**src/rtl/core/vtct_pkg.sv**
```systemverilog
`default_nettype none

package vtct_pkg;

    localparam logic [1:0] FUNC_SCHED  = 2'd0;
    localparam logic [1:0] FUNC_CANCEL = 2'd1;
    localparam logic [1:0] FUNC_ADV_BY = 2'd2;
    localparam logic [1:0] FUNC_ADV_TO = 2'd3;

    localparam logic [2:0] KIND_ISSUED = 3'd0;
    localparam logic [2:0] KIND_FULL   = 3'd1;
    localparam logic [2:0] KIND_CANCEL = 3'd2;
    localparam logic [2:0] KIND_FIRED  = 3'd3;
    localparam logic [2:0] KIND_DONE   = 3'd4;

    localparam logic [31:0] FIRST_ID = 32'd1;
    localparam logic [31:0] LAST_ID  = 32'hFFFF_FFFF;

    typedef struct packed {
        logic [1:0]  func;
        logic [63:0] time_value;
        logic [31:0] handle_in;
        logic [31:0] callback_tag;
    } in_item_t;

    typedef struct packed {
        logic [2:0]  kind;
        logic [31:0] handle_out;
        logic [31:0] tag_out;
        logic        ok;
        logic [63:0] now_ticks;
        logic        last;
    } out_item_t;

    typedef struct packed {
        logic [31:0] id;
        logic [63:0] expiry;
        logic [31:0] tag;
    } entry_t;

    typedef struct packed {
        logic latch;
        logic sched;
        logic scan_start;
        logic clk_add;
        logic clk_set;
        logic rd_issue;
        logic step;
        logic finish;
    } cmd_t;

    typedef struct packed {
        logic [1:0] func;
        logic       fwd;
        logic       empty;
        logic       ev_emit;
        logic       out_free;
        logic       scan_last;
    } stat_t;

endpackage

`default_nettype wire

```
**src/rtl/core/vtct_ram.sv**
```systemverilog
`default_nettype none

module vtct_ram #(
    parameter int WIDTH = 128,
    parameter int DEPTH = 16
) (
    input  wire logic                                   clk,
    input  wire logic                                   we,
    input  wire logic [((DEPTH > 1) ? $clog2(DEPTH) : 1)-1:0] waddr,
    input  wire logic [WIDTH-1:0]                       wdata,
    input  wire logic                                   re,
    input  wire logic [((DEPTH > 1) ? $clog2(DEPTH) : 1)-1:0] raddr,
    output logic      [WIDTH-1:0]                       rdata
);

    logic [WIDTH-1:0] mem [DEPTH];
    logic [WIDTH-1:0] rdata_reg;

    always_ff @(posedge clk)
    begin
        if (we)
        begin
            mem[waddr] <= wdata;
        end
        if (re)
        begin
            rdata_reg <= mem[raddr];
        end
    end

    assign rdata = rdata_reg;

endmodule

`default_nettype wire

```
**src/rtl/core/vtct_ctrl.sv**
```systemverilog
`default_nettype none

module vtct_ctrl (
    input  wire logic          clk,
    input  wire logic          rst_n,
    input  wire logic          in_valid,
    output logic               in_ready,
    input  wire vtct_pkg::stat_t stat,
    output vtct_pkg::cmd_t     cmd
);

    import vtct_pkg::*;

    localparam logic [2:0] S_IDLE  = 3'd0;
    localparam logic [2:0] S_DISP  = 3'd1;
    localparam logic [2:0] S_SCHED = 3'd2;
    localparam logic [2:0] S_RD    = 3'd3;
    localparam logic [2:0] S_EV    = 3'd4;
    localparam logic [2:0] S_FIN   = 3'd5;

    logic [2:0] state_reg;
    logic [2:0] state_next;

    assign in_ready = (state_reg == S_IDLE);

    always_comb
    begin
        cmd        = '0;
        state_next = state_reg;
        unique case (state_reg)
            S_IDLE:
            begin
                if (in_valid)
                begin
                    cmd.latch  = 1'b1;
                    state_next = S_DISP;
                end
            end
            S_DISP:
            begin
                case (stat.func)
                    FUNC_SCHED:
                    begin
                        state_next = S_SCHED;
                    end
                    FUNC_CANCEL:
                    begin
                        cmd.scan_start = 1'b1;
                        state_next     = stat.empty ? S_FIN : S_RD;
                    end
                    FUNC_ADV_BY:
                    begin
                        cmd.clk_add    = 1'b1;
                        cmd.scan_start = 1'b1;
                        state_next     = stat.empty ? S_FIN : S_RD;
                    end
                    default:
                    begin
                        if (stat.fwd)
                        begin
                            cmd.clk_set    = 1'b1;
                            cmd.scan_start = 1'b1;
                            state_next     = stat.empty ? S_FIN : S_RD;
                        end
                        else
                        begin
                            state_next = S_FIN;
                        end
                    end
                endcase
            end
            S_SCHED:
            begin
                if (stat.out_free)
                begin
                    cmd.sched  = 1'b1;
                    state_next = S_IDLE;
                end
            end
            S_RD:
            begin
                cmd.rd_issue = 1'b1;
                state_next   = S_EV;
            end
            S_EV:
            begin
                if (!stat.ev_emit || stat.out_free)
                begin
                    cmd.step   = 1'b1;
                    state_next = stat.scan_last ? S_FIN : S_RD;
                end
            end
            S_FIN:
            begin
                if (stat.out_free)
                begin
                    cmd.finish = 1'b1;
                    state_next = S_IDLE;
                end
            end
            default:
            begin
                state_next = S_IDLE;
            end
        endcase
    end

    always_ff @(posedge clk or negedge rst_n)
    begin
        if (!rst_n)
        begin
            state_reg <= S_IDLE;
        end
        else
        begin
            state_reg <= state_next;
        end
    end

endmodule

`default_nettype wire

```
**src/rtl/core/vtct_dpath.sv**
```systemverilog
`default_nettype none

module vtct_dpath #(
    parameter int TIMER_SLOTS = 16
) (
    input  wire logic                clk,
    input  wire logic                rst_n,
    input  wire vtct_pkg::in_item_t  in_data,
    input  wire vtct_pkg::cmd_t      cmd,
    output vtct_pkg::stat_t          stat,
    output logic                     out_valid,
    input  wire logic                out_ready,
    output vtct_pkg::out_item_t      out_data
);

    import vtct_pkg::*;

    localparam int IW = (TIMER_SLOTS > 1) ? $clog2(TIMER_SLOTS) : 1;
    localparam int CW = $clog2(TIMER_SLOTS + 1);
    localparam logic [CW-1:0] FULL_COUNT = CW'(TIMER_SLOTS);

    logic [1:0]  func_reg;
    logic [63:0] tv_reg;
    logic [31:0] hin_reg;
    logic [31:0] tag_reg;

    logic [63:0]   clock_reg, clock_next;
    logic [31:0]   next_id_reg, next_id_next;
    logic [CW-1:0] count_reg, count_next;
    logic [IW-1:0] rd_reg, rd_next;
    logic [CW-1:0] wr_reg, wr_next;
    logic          matched_reg, matched_next;
    logic          scan_reg, scan_next;
    logic          out_valid_reg, out_valid_next;
    out_item_t     out_data_reg, out_data_next;

    logic          ram_we;
    logic [IW-1:0] ram_waddr;
    entry_t        ram_wdata;
    entry_t        entry;
    logic [$bits(entry_t)-1:0] ram_rdata;

    logic is_adv;
    logic full;
    logic drop;
    logic out_free;
    logic load_out;

    vtct_ram #(
        .WIDTH ($bits(entry_t)),
        .DEPTH (TIMER_SLOTS)
    ) u_ram (
        .clk   (clk),
        .we    (ram_we),
        .waddr (ram_waddr),
        .wdata (ram_wdata),
        .re    (cmd.rd_issue),
        .raddr (rd_reg),
        .rdata (ram_rdata)
    );

    assign entry    = entry_t'(ram_rdata);
    assign is_adv   = func_reg[1];
    assign full     = (count_reg == FULL_COUNT);
    assign out_free = !out_valid_reg || out_ready;

    always_comb
    begin
        if (is_adv)
        begin
            drop = (clock_reg >= entry.expiry);
        end
        else
        begin
            drop = !matched_reg && (hin_reg != 32'd0) && (entry.id == hin_reg);
        end
    end

    assign stat.func      = func_reg;
    assign stat.fwd       = (tv_reg > clock_reg);
    assign stat.empty     = (count_reg == '0);
    assign stat.ev_emit   = drop && is_adv;
    assign stat.out_free  = out_free;
    assign stat.scan_last = ((CW'(rd_reg) + CW'(1)) == count_reg);

    always_ff @(posedge clk)
    begin
        if (cmd.latch)
        begin
            func_reg <= in_data.func;
            tv_reg   <= in_data.time_value;
            hin_reg  <= in_data.handle_in;
            tag_reg  <= in_data.callback_tag;
        end
        out_data_reg <= out_data_next;
    end

    always_comb
    begin
        clock_next    = clock_reg;
        next_id_next  = next_id_reg;
        count_next    = count_reg;
        rd_next       = rd_reg;
        wr_next       = wr_reg;
        matched_next  = matched_reg;
        scan_next     = scan_reg;
        ram_we        = 1'b0;
        ram_waddr     = count_reg[IW-1:0];
        ram_wdata     = '{id: next_id_reg, expiry: tv_reg, tag: tag_reg};
        load_out      = 1'b0;
        out_data_next = out_data_reg;

        if (cmd.clk_add)
        begin
            clock_next = clock_reg + tv_reg;
        end
        if (cmd.clk_set)
        begin
            clock_next = tv_reg;
        end
        if (cmd.scan_start)
        begin
            rd_next      = '0;
            wr_next      = '0;
            matched_next = 1'b0;
            scan_next    = 1'b1;
        end

        if (cmd.sched)
        begin
            load_out = 1'b1;
            if (full)
            begin
                out_data_next = '{kind: KIND_FULL, handle_out: 32'd0, tag_out: 32'd0,
                                  ok: 1'b0, now_ticks: clock_reg, last: 1'b1};
            end
            else
            begin
                ram_we       = 1'b1;
                count_next   = count_reg + CW'(1);
                next_id_next = (next_id_reg == LAST_ID) ? FIRST_ID : next_id_reg + 32'd1;
                out_data_next = '{kind: KIND_ISSUED, handle_out: next_id_reg, tag_out: 32'd0,
                                  ok: 1'b1, now_ticks: clock_reg, last: 1'b1};
            end
        end

        if (cmd.step)
        begin
            rd_next = rd_reg + IW'(1);
            if (!drop)
            begin
                ram_we    = 1'b1;
                ram_waddr = wr_reg[IW-1:0];
                ram_wdata = entry;
                wr_next   = wr_reg + CW'(1);
            end
            else if (is_adv)
            begin
                load_out      = 1'b1;
                out_data_next = '{kind: KIND_FIRED, handle_out: entry.id, tag_out: entry.tag,
                                  ok: 1'b1, now_ticks: clock_reg, last: 1'b0};
            end
            else
            begin
                matched_next = 1'b1;
            end
        end

        if (cmd.finish)
        begin
            load_out = 1'b1;
            if (scan_reg)
            begin
                count_next = wr_reg;
                scan_next  = 1'b0;
            end
            if (is_adv)
            begin
                out_data_next = '{kind: KIND_DONE, handle_out: 32'd0, tag_out: 32'd0,
                                  ok: 1'b1, now_ticks: clock_reg, last: 1'b1};
            end
            else
            begin
                out_data_next = '{kind: KIND_CANCEL, handle_out: 32'd0, tag_out: 32'd0,
                                  ok: matched_reg, now_ticks: clock_reg, last: 1'b1};
            end
        end

        if (load_out)
        begin
            out_valid_next = 1'b1;
        end
        else if (out_ready)
        begin
            out_valid_next = 1'b0;
        end
        else
        begin
            out_valid_next = out_valid_reg;
        end
    end

    always_ff @(posedge clk or negedge rst_n)
    begin
        if (!rst_n)
        begin
            clock_reg     <= '0;
            next_id_reg   <= FIRST_ID;
            count_reg     <= '0;
            rd_reg        <= '0;
            wr_reg        <= '0;
            matched_reg   <= 1'b0;
            scan_reg      <= 1'b0;
            out_valid_reg <= 1'b0;
        end
        else
        begin
            clock_reg     <= clock_next;
            next_id_reg   <= next_id_next;
            count_reg     <= count_next;
            rd_reg        <= rd_next;
            wr_reg        <= wr_next;
            matched_reg   <= matched_next;
            scan_reg      <= scan_next;
            out_valid_reg <= out_valid_next;
        end
    end

    assign out_valid = out_valid_reg;
    assign out_data  = out_data_reg;

    assert property (@(posedge clk) disable iff (!rst_n) count_reg <= FULL_COUNT)
        else $error("live timer count above table size");

    assert property (@(posedge clk) disable iff (!rst_n) next_id_reg != 32'd0)
        else $error("handle id zero pending issue");

    assert property (@(posedge clk) disable iff (!rst_n) load_out |-> out_free)
        else $error("result register overwritten before transfer");

    assert property (@(posedge clk) disable iff (!rst_n) !(cmd.sched && cmd.step))
        else $error("schedule write during scan");

    assert property (@(posedge clk) disable iff (!rst_n) scan_reg |-> wr_reg <= count_reg)
        else $error("compaction pointer past live count");

endmodule

`default_nettype wire

```
**src/rtl/core/virtual_timer_callback_table.sv**
```systemverilog
`default_nettype none

// One-shot timer table over a 64-bit virtual tick clock, with up to TIMER_SLOTS live
// timers kept in issue order in a slot RAM. A schedule goes from accept through the
// dispatch and schedule states to its result. A cancel, or an advance that moves the
// clock, scans every live timer; an advance-to that leaves the clock skips the scan.
// Any step that loads a result waits while the output register is still occupied.
// The scan walks the slot RAM in sequence, a read step and then an evaluate-and-compact
// step per live entry over its single read port. A result is held in an output
// register, so the next command is accepted once the previous one has left its last
// result there.
module virtual_timer_callback_table #(
    parameter int TIMER_SLOTS = 16
) (
    input  wire logic               clk,
    input  wire logic               rst_n,
    input  wire logic               in_valid,
    output logic                    in_ready,
    input  wire vtct_pkg::in_item_t in_data,
    output logic                    out_valid,
    input  wire logic               out_ready,
    output vtct_pkg::out_item_t     out_data
);

    import vtct_pkg::*;

    cmd_t  cmd;
    stat_t stat;

    vtct_ctrl u_ctrl (
        .clk      (clk),
        .rst_n    (rst_n),
        .in_valid (in_valid),
        .in_ready (in_ready),
        .stat     (stat),
        .cmd      (cmd)
    );

    vtct_dpath #(
        .TIMER_SLOTS (TIMER_SLOTS)
    ) u_dpath (
        .clk       (clk),
        .rst_n     (rst_n),
        .in_data   (in_data),
        .cmd       (cmd),
        .stat      (stat),
        .out_valid (out_valid),
        .out_ready (out_ready),
        .out_data  (out_data)
    );

endmodule

`default_nettype wire
```
**config.mk**
```make
export PLATFORM = sky130hd
export DESIGN_NAME = virtual_timer_callback_table
export DESIGN_NICKNAME = d
export VERILOG_FILES = /design/src/rtl/core/vtct_pkg.sv /design/src/rtl/core/vtct_ram.sv /design/src/rtl/core/vtct_ctrl.sv /design/src/rtl/core/vtct_dpath.sv /design/src/rtl/core/virtual_timer_callback_table.sv
export SDC_FILE = /design/constraint.sdc
export NUM_CORES = 2
export LEC_CHECK = 0
export ABC_AREA = 0
export BUFFER_PORTS_ARGS = -buffer_cell sky130_fd_sc_hd__buf_2
export CORE_ASPECT_RATIO = 1.4
export CORE_UTILIZATION = 45
export DETAILED_ROUTE_END_ITERATION = 7
export PLACE_DENSITY = 0.58
export SLEW_MARGIN = 20
export SYNTH_ARGS = -nofsm -noshare
export SYNTH_HDL_FRONTEND = slang
export SYNTH_SLANG_ARGS = --single-unit
export TNS_END_PERCENT = 100
```
**constraint.sdc**
```tcl
create_clock -name clk -period 16.7 [get_ports clk]
set_input_delay 1.67 -clock clk [delete_from_list [all_inputs] [get_ports clk]]
set_output_delay 1.67 -clock clk [all_outputs]
set_load 0.03 [all_outputs]
```
==> impl_metrics.py <==
metrics = {
    "timing": {
        "period_share_pct": 43.2,
        "tns_ps": 0,
        "rsz0062_at_grt": "false",
        "fmax_mhz": 139,
        "maxSlewHeadroom_pct": 22.5,
        "maxSlewViolCount": 0,
        "hold_violations": 0,
        "tightest_slew_ps": 1160,
        "setup_viol": 0,
        "layout_min_cycle_time_ps": 7210,
        "finClkSkew_ps": 67.8,
    },
    "logic_synthesis": {
        "synth-simple-area-share_pct": 3.45,
        "synthMuxAreaShare_pct": 15.2,
        "synthCells": 5630,
        "seq_area_frac_synth_pct": 71.8,
        "synth_most_common_cell": "edfxtp_1",
        "synth_top_family_by_area": "multiplexers",
        "synth_seq_cells": 2555,
        "ys_warn_count": 0,
        "postSynthAreaPerCell_um2": 18.5,
        "netlist.area_leader.share_pct": 66.4,
        "synth.net_count": 5965,
        "synthTopCellsByCount": "edfxtp_1 (2306), mux4_2 (627), nand2_1 (306), o21ai_0 (238), inv_1 (232)",
        "synth.largest_area_cell": "edfxtp_1",
        "synth_xor_area_share_pct": 0.950,
        "syn_area_mm2": 0.104,
        "synthAdderAreaFrac_pct": 2.42,
        "synthTopCellsByArea": "edfxtp_1 (66%), mux4_2 (14%), dfrtp_1 (2.8%)",
        "synth_cell_type_count": 83,
        "synth_compound_area_share_pct": 4.16,
        "synth_edf_count": 2306,
        "synth-main-ff-cell": "edfxtp_1",
        "ys_async_sr_fraction_pct": 4.54,
    },
    "cts": {
        "cts_setup_buffers": 0,
        "cts.sinks": 2555,
        "cts.path.max_buffers": 4,
        "tritoncts": "yes",
        "cts_resized": 0,
        "cts_made_buffers": 245,
        "clk_transition_reported_paths_ps": 70,
        "cts_max_level": 4,
        "cts_root_buffer": "clkbuf_16",
        "clkLatencyLatePin_ps": 920,
        "cts.hold.buffers_added": 0,
    },
    "detailed_routing": {
        "dr.pass1.iters": 7,
        "ant_nets": 0,
        "post_drt_wl_per_cell_um": 28.8,
        "wirelength_um": 267000,
        "drt_iter0_drc": 5134,
        "avgViaCountPerCell": 5.85,
        "drc": 0,
        "num_vias": 54300,
    },
    "power_and_ir_drop": {
        "power_density_mw_per_mm2": 169,
        "ir_drop_uv": 125,
        "p_leak_nw": 39.1,
    },
    "worst_setup_path": {
        "worstPathMaxFanout": 52,
        "cp.required_ps": 17170,
        "crit_type": "register to register",
        "cp_slowest_cell": "buf_4",
        "cp_top_family": "compound AO/OA/AOI/OAI gates",
        "path_buf_inv": 4,
        "critPathMostFrequentCell": "buf_4",
        "path_cells": "inv_1, ha_1, nand2b_1, a21o_1, a21o_1, a21oi_1, o211ai_1, a21oi_1, o31a_2, o21ai_4, or3_1, o22ai_4, buf_4, buf_4, buf_4",
        "cpPeakStageDelay_ps": 960,
        "cp-end-kind": "register",
        "start_kind": "register",
        "worstPathArrival_ps": 7690,
    },
    "layout": {
        "seqCellArea_mm2": 0.0748,
        "area_growth_pct": 13.0,
        "filler_cell_count": 18500,
        "multiInputGateArea_mm2": 0.0276,
        "drive_above_1_share_pct": 25.3,
        "largest_reg_flops": 2048,
        "finalNonFillerCells": 9277,
        "nets": 6368,
        "final_util_pct": 51.3,
    },
    "global_routing": {
        "busiest_layer": "met2",
        "use_met1_pct": 32.2,
        "grtUsageMet3_pct": 3.10,
        "globalRouteTotalUtil_pct": 22.8,
        "grt_pass1_wl_um": 391000,
        "overflow": 0,
        "grtUsageMet2_pct": 37.6,
        "grt_pass1_vias": 56100,
        "grt_max_degree": 116,
        "antenna_found_initial": 7,
    },
    "place": {
        "gp_congestion": 0.919,
        "dp_cells": 8831,
        "port-buffer-count": 268,
        "place_hpwl_um": 156000,
    },
    "run": {
        "maxCapViolations": 0,
    },
    "run_status": {
        "status": "finished, final reports clean",
    },
    "die": {
        "io_pins": 269,
        "rows": 208,
        "core_area_mm2": 0.230,
        "start_util_pct": 45.3,
        "dieWidth_um": 409,
        "die-area_mm2": 0.234,
        "die_h_um": 571,
    },
    "worst_hold_path": {
        "holdCritPathClass": "register to register",
    },
}
-- cell usage in the layout (no fill, tap or decap), types with 55 or more instances in the layout --
cell and instances:
a21oi_1 198, xnor2_1 65, o21ai_0 225, buf_4 165, clkbuf_16 248, clkbuf_1 55, nand2_1 305, buf_2 267
dfxtp_1 133, mux2_4 60, inv_1 232, mux4_2 627, dfrtp_1 111, edfxtp_1 2306, nor2_1 148, ha_1 200
-- stage by stage --
stage	power, W	hold WS [ps]	setup WS (ps)	instance area (um2)
finish	0.0199	459	9490	118000
floorplan	0.0126	439	3820	104000
global route	0.0208	476	9250	118000
global placement	0.0145	444	9470	110000
detailed placement	0.0146	449	9420	110000
CTS	0.0201	460	9390	118000
-- area by class of cell --
cell class,instances,share of cell area [%]
inverter,232,0.739
timing repair buffer,442,2.34
antenna,2,0.00425
multi-input combinational,2557,23.4
clock inverter,126,1.09
clock buffer,318,5.62
sequential,2555,63.5
tap,3045,3.23
-- path summary, 6_finish.rpt --
| kind | start | endpoint | cells after the start | slack (ps) |
|---|---|---|---|---|
| max in group asynchronous | rst_n | u_dpath.rd_reg[3] | 2 | 14220 |
| setup / recovery | u_dpath.clock_reg[0] | u_dpath.u_ram.mem[7][58] | 15 | 9490 |
| hold / removal | u_dpath.out_data[70] | u_dpath.out_data[70] | 2 | 460 |
| hold reg to reg | u_dpath.out_data[70] | u_dpath.out_data[70] | 2 | 460 |
| setup reg to reg | u_dpath.clock_reg[0] | u_dpath.u_ram.mem[7][58] | 15 | 9490 |
| min in group asynchronous | rst_n | u_dpath.clock_reg[35] | 1 | 900 |
-- cells by family (layout without fill, tap and decap cells) --
group | count (synthesis) | in the layout
other | 0 | 2
flip-flops | 2555 | 2555
AO/OA/AOI/OAI | 711 | 711
AND/OR/NAND/NOR | 764 | 764
multiplexers | 768 | 768
buffers and inverters | 518 | 1118
adder cells (fa/ha/maj) | 201 | 201
XOR/XNOR | 113 | 113
-- worst register-to-register path: stages (launching register included) --
cell and delay (ps):
dfrtp_1 410, inv_1 70, ha_1 270, nand2b_1 140
a21o_1 180, a21o_1 200, a21oi_1 300, o211ai_1 220
a21oi_1 710, o31a_2 510, o21ai_4 310, or3_1 590
o22ai_4 490, buf_4 440, buf_4 880, buf_4 1020
-- layer usage --
metal / wire length, um / up-vias / share of wire (%)
met1: 115000 / 28900 / 43
met5: 12 / - / 0.0045
met4: 6540 / 2 / 2.4
li1: - / 23300 / -
met3: 14900 / 365 / 5.6
met2: 130000 / 1688 / 49
-- report_power, final --
part           switching [W]  leakage, nW  internal (W)
Sequential          0.000517         23.4       0.00807
Clock                0.00240         3.85       0.00313
Combinational        0.00345         11.8       0.00236
No activity file was read; power rests on OpenSTA's default activity.
